<file path="config.mk">
export PLATFORM = sky130hd
export DESIGN_NAME = mprm_ctrl
export DESIGN_NICKNAME = d
export VERILOG_FILES = /design/src/sv/mprm_pkg.sv /design/src/sv/mprm_ctrl.sv
export SDC_FILE = /design/constraint.sdc
export NUM_CORES = 1
export LEC_CHECK = 0
export BUFFER_PORTS_ARGS = -buffer_cell sky130_fd_sc_hd__clkbuf_2
export CAP_MARGIN = 20
export CORE_AREA = 3 3 40 42
export DETAILED_ROUTE_END_ITERATION = 10
export DIE_AREA = 0 0 43 45
export GPL_ROUTABILITY_DRIVEN = 1
export HOLD_SLACK_MARGIN = 0.05
export PLACE_DENSITY_LB_ADDON = 0.15
export SYNTH_ARGS = -nofsm -noshare
export SYNTH_HDL_FRONTEND = slang
export SYNTH_SLANG_ARGS = --single-unit
</file>
<file path="constraint.sdc">
create_clock -name i_clk -period 2.34 [get_ports i_clk]
set_clock_uncertainty 0.15 [all_clocks]
set_input_delay 0.351 -clock i_clk [delete_from_list [all_inputs] [get_ports i_clk]]
set_output_delay 0.351 -clock i_clk [all_outputs]
set_load 0.1 [all_outputs]
</file>
<file path="src/sv/mprm_pkg.sv">
// Package for the multichannel peak / RMS meter.
// Holds the widths, register indexes, controller states and command/status structs.
// No dependencies.
`default_nettype none
package mprm_pkg;
    localparam int MaxCh   = 8;
    localparam int ChW     = 3;
    localparam int CntW    = 4;
    localparam int SampW   = 24;
    localparam int SqW     = 64;
    localparam int MsW     = 47;
    localparam int MsAllW  = 50;
    localparam int RootW   = 25;
    localparam int FrameW  = 24;
    localparam int ClipW   = 32;
    localparam int CfgIdxW = 2;
    localparam int CfgDatW = 24;
    localparam int OutW    = 112;

    localparam logic [CfgIdxW-1:0] CFG_CHANNELS = 2'd0;
    localparam logic [CfgIdxW-1:0] CFG_PUBLISH  = 2'd1;
    localparam logic [CfgIdxW-1:0] CFG_DECAY    = 2'd2;
    localparam logic [CfgIdxW-1:0] CFG_CLIP     = 2'd3;

    localparam logic [CntW-1:0]   SUMMARY_ID = 4'd8;
    localparam logic [MsW-1:0]    MS_MAX     = 47'h4000_0000_0000;
    localparam logic [FrameW-1:0] CNT24_MAX  = 24'hFF_FFFF;

    typedef enum logic [3:0] {
        S_IDLE, S_SAMPLE, S_HOLD, S_CLOSE, S_REPORT, S_DIV, S_SQRT, S_EMIT, S_CLEAR
    } t_state;

    typedef struct packed {
        logic load_in;
        logic sample;
        logic hold;
        logic close;
        logic ch_clr;
        logic ch_inc;
        logic div_start;
        logic sqrt_start;
        logic emit;
        logic sum_sel;
        logic pub_clear;
    } t_cmd;

    typedef struct packed {
        logic eob;
        logic ch_last;
        logic pub;
        logic div_done;
        logic sqrt_done;
        logic out_free;
    } t_status;
endpackage
`default_nettype wire

</file>
<file path="src/sv/mprm_ctrl.sv">
// Controller FSM of the meter: sequences sample update, block-end walk and reports.
// Depends on mprm_pkg.
`default_nettype none
module mprm_ctrl (
    input  wire                i_clk,
    input  wire                i_rst_n,
    input  wire                i_s_tvalid,
    output logic               o_s_tready,
    input  wire mprm_pkg::t_status i_status,
    output mprm_pkg::t_cmd     o_cmd
);
    mprm_pkg::t_state r_state, n_state;
    logic r_sum_mode, n_sum_mode;

    always_ff @(posedge i_clk) begin
        if (!i_rst_n) begin
            r_state    <= mprm_pkg::S_IDLE;
            r_sum_mode <= 1'b0;
        end else begin
            r_state    <= n_state;
            r_sum_mode <= n_sum_mode;
        end
    end

    // next state
    always_comb begin
        n_state    = r_state;
        n_sum_mode = r_sum_mode;
        case (r_state)
            mprm_pkg::S_IDLE: begin
                if (i_s_tvalid) n_state = mprm_pkg::S_SAMPLE;
            end
            mprm_pkg::S_SAMPLE: begin
                n_state = i_status.eob ? mprm_pkg::S_HOLD : mprm_pkg::S_IDLE;
            end
            mprm_pkg::S_HOLD: begin
                if (i_status.ch_last) n_state = mprm_pkg::S_CLOSE;
            end
            mprm_pkg::S_CLOSE: begin
                n_state    = mprm_pkg::S_REPORT;
                n_sum_mode = 1'b0;
            end
            mprm_pkg::S_REPORT: begin
                n_state = i_status.pub ? mprm_pkg::S_DIV : mprm_pkg::S_EMIT;
            end
            mprm_pkg::S_DIV: begin
                if (i_status.div_done) n_state = mprm_pkg::S_SQRT;
            end
            mprm_pkg::S_SQRT: begin
                if (i_status.sqrt_done) n_state = mprm_pkg::S_EMIT;
            end
            mprm_pkg::S_EMIT: begin
                if (i_status.out_free) begin
                    if (r_sum_mode) begin
                        n_state = i_status.pub ? mprm_pkg::S_CLEAR : mprm_pkg::S_IDLE;
                    end else begin
                        n_state = mprm_pkg::S_REPORT;
                        if (i_status.ch_last) n_sum_mode = 1'b1;
                    end
                end
            end
            mprm_pkg::S_CLEAR: begin
                n_state = mprm_pkg::S_IDLE;
            end
            default: n_state = mprm_pkg::S_IDLE;
        endcase
    end

    // outputs
    always_comb begin
        o_cmd         = '0;
        o_cmd.sum_sel = r_sum_mode;
        o_s_tready    = 1'b0;
        case (r_state)
            mprm_pkg::S_IDLE: begin
                o_s_tready    = 1'b1;
                o_cmd.load_in = i_s_tvalid;
            end
            mprm_pkg::S_SAMPLE: begin
                o_cmd.sample = 1'b1;
                o_cmd.ch_clr = 1'b1;
            end
            mprm_pkg::S_HOLD: begin
                o_cmd.hold   = 1'b1;
                o_cmd.ch_inc = !i_status.ch_last;
                o_cmd.ch_clr = i_status.ch_last;
            end
            mprm_pkg::S_CLOSE: begin
                o_cmd.close = 1'b1;
            end
            mprm_pkg::S_REPORT: begin
                o_cmd.div_start = i_status.pub;
            end
            mprm_pkg::S_DIV: begin
                o_cmd.sqrt_start = i_status.div_done;
            end
            mprm_pkg::S_SQRT: begin
            end
            mprm_pkg::S_EMIT: begin
                o_cmd.emit   = i_status.out_free;
                o_cmd.ch_inc = i_status.out_free && !r_sum_mode && !i_status.ch_last;
            end
            mprm_pkg::S_CLEAR: begin
                o_cmd.pub_clear = 1'b1;
            end
            default: begin
            end
        endcase
    end
endmodule
`default_nettype wire

</file>
==> flow_summary.yaml <==
placed_design:
  place_hpwl_mm: 1.084
  placed_area_um2: 759.5
  gp_congestion: 0.8154
  place_ws_ns: 0.4229
  io_buffers: 20
routing:
  drt_wl_total_mm: 1.348
  vias: 527
  viasPerCell: 5.547
  wl_per_cell_um: 14.19
  drt-initial-drc-count: 5
  drc: 0
  first_pass_iters: 3
  antenna_left: 0
clock_tree:
  cts_sinks: 5
  ctsHoldBuffers: 0
  path_clk_slew_ns: 0.04
  clk_latency_ns: 0.24
  cts_root_buffer: "clkbuf_4"
  clk_path_buf_depth: 2
  cts_resized: 0
  htree_levels: 1
  cts_tree: "yes"
  numCtsBuffers: 3
  post_cts_buffers: 0
global_routing:
  antenna_found_initial: 0
  grt_overflow_total: 0
  grt_pass1_vias: 491
  grt_usage_pct: 16.94
  grt_pass1_wl_mm: 2.470
  grt_start_max_net_pins: 15
setup_path:
  cpLargestDelayFamily: "simple AND/OR/NAND/NOR gates"
  crit_path_cell_trace: "nand2b_1 -> nor3_4 -> a21oi_2 -> nor2_4 -> buf_12"
  arrival_ns: 1.68
  r2r_start: "r_state[2]$_SDFFE_PN0P_"
  path_max_fanout: 7
  startpoint: "r_state[1]$_SDFFE_PN0P_"
  crit_type: "reg -> out"
  endpoint_kind: "primary output"
  cp.buffers_inverters: 1
  cp_data_required_time_ns: 1.84
  cp_slowest_cell: "dfxtp_1"
  cpPeakStageDelay_ns: 0.52
  start_kind: "flip-flop"
yosys:
  ys.flop_type: "dfxtp_1"
  ys_top_cells_by_count: "7 x nand2_1, 5 x dfxtp_1, 5 x nor2_1"
  syn_avg_cell_area_um2: 7.924
  synth_top_area_share_pct: 21.05
  synth_edf_count: 0
  synth-seq-cells: 5
  synthArstFlopShare_pct: 0
  ys_types: 31
  netlist_area_um2: 475.5
  synth_xor_area_share_pct: 0
  synth_compound_area_share_pct: 25.26
  synthTopCellsByArea: "dfxtp_1 21%, nand2_1 5.5%, nor4_2 5.3%, buf_4 4.7%, o211ai_4 4.5%"
  synth.area.mux_share_pct: 4.211
  yosys.area_share.simple_pct: 37.37
  yosys_warnings: 0
  syn_nets: 69
  synth_top_area_cell: "dfxtp_1"
  synth_fa_ha_area_share_pct: 0
  yosysMostFrequentCell: "nand2_1"
  seq_area_frac_synth_pct: 21.05
  syn_inst: 60
  synth_top_family_by_area: "simple AND/OR/NAND/NOR gates"
timing:
  slew_viol_final: 0
  fin_crit_sh_pct: 93.12
  slew_headroom_pct: 64.09
  setup_tns_ns: 0
  fmax_ghz: 0.4589
  tightestPinTransition_ns: 0.5410
  setup_viol: 0
  period_needed_ns: 2.179
  finalWorstSetupSlack_ns: 0.1611
  hold_viol: 0
  grt_setup_unrepaired: "no"
  whs_ns: 0.2464
finish:
  post-route-util_pct: 61.15
  fillers: 115
  drive_gt1_share_pct: 53.75
  antenna_cells: 0
  seq_area_um2: 101.3
  final_nets: 90
  area_delta_synth_final_pct: 65.26
  multi_input_area_um2: 399.1
  fin_area_um2: 785.8
worst_hold_path:
  hp-start: "i_status[3]"
  hp-class: "in -> reg"
run_status:
  status: "completed"
power:
  p_leak_nw: 0.2991
  ir_drop_v: 0.0006771
  powerDensity_nw_per_um2: 736.7
floorplan:
  fp.dieArea_um2: 1935
  die_y_um: 45
  initial_core_util_pct: 37.00
  die_w_um: 43
  core-area_um2: 1285
  std_cell_rows: 13
  ios: 21
job:
  maxCapViolations: 0
cell type report:
class / instances / area share (%)
Timing Repair Buffer: 22 / 28.66
Multi-Input combinational cell: 45 / 50.80
Tap cell: 15 / 2.389
Clock buffer: 4 / 3.344
Sequential cell: 5 / 12.90
Inverter: 4 / 1.911
through the flow:
stage | cells | total power [mW]
floorplan | 60 | 0.4108
global placement | 91 | 0.4817
detailed placement | 91 | 0.4832
CTS | 95 | 0.5846
global route | 95 | 0.6110
finish | 95 | 0.5789
cell families after synthesis:
kind of cell    after synthesis
mux                           2
simple gates                 30
compound gates               13
flops                         5
buf+inv                      10
placed cells by master (no fill, tap or decap):
master / instances
a21o_2: 1
a21oi_1: 2
a21oi_2: 1
a32o_1: 1
a41oi_1: 1
and2_4: 1
and3_1: 1
buf_12: 7
buf_4: 4
clkbuf_1: 1
clkbuf_2: 11
clkbuf_4: 3
dfxtp_1: 4
dfxtp_2: 1
inv_1: 4
mux2i_1: 2
nand2_1: 7
nand2b_1: 2
nand2b_4: 1
nand3_1: 1
nor2_1: 4
nor2_4: 1
nor2b_1: 1
nor3_1: 1
nor3_4: 3
nor3b_1: 1
nor3b_2: 1
nor4_2: 2
nor4_4: 2
o2111ai_1: 2
o211ai_1: 1
o211ai_2: 1
o211ai_4: 1
o21ai_2: 1
o221a_2: 1
or4_1: 1
flip-flops by register name, indices dropped and copies added (netlist names):
signal,cells
r_state,4
r_sum_mode,1
routing by layer:
metal	track usage, %	share of wire (%)	vias up
met1	23.54	46	250
met2	25.75	46	17
met3	4.382	6.4	2
met5	0	0	-
li1	-	-	258
met4	5.422	1.4	0
power by group:
part / leakage (nW) / internal, mW / switching, mW
sequential: 0.0409 / 0.0938 / 0.0324
combinational: 0.243 / 0.107 / 0.246
clock: 0.0150 / 0.0644 / 0.0349
worst register-to-register path, cell delays in order (launching register included):
cell	delay [ns]
dfxtp_1	0.54
buf_4	0.25
nor4_2	0.07
a41oi_1	0.29
o21ai_2	0.13
a32o_1	0.27
final timing paths:
kind                                  end  cells after the start  slack, ns
setup reg to reg  r_state[0]$_SDFFE_PN0P_                      5       0.53
hold / removal    r_state[3]$_SDFFE_PN0P_                      3       0.25
setup / recovery                 o_cmd[5]                      5       0.16
hold reg to reg   r_state[3]$_SDFFE_PN0P_                      2       0.38
No activity file was read; power rests on OpenSTA's default activity.
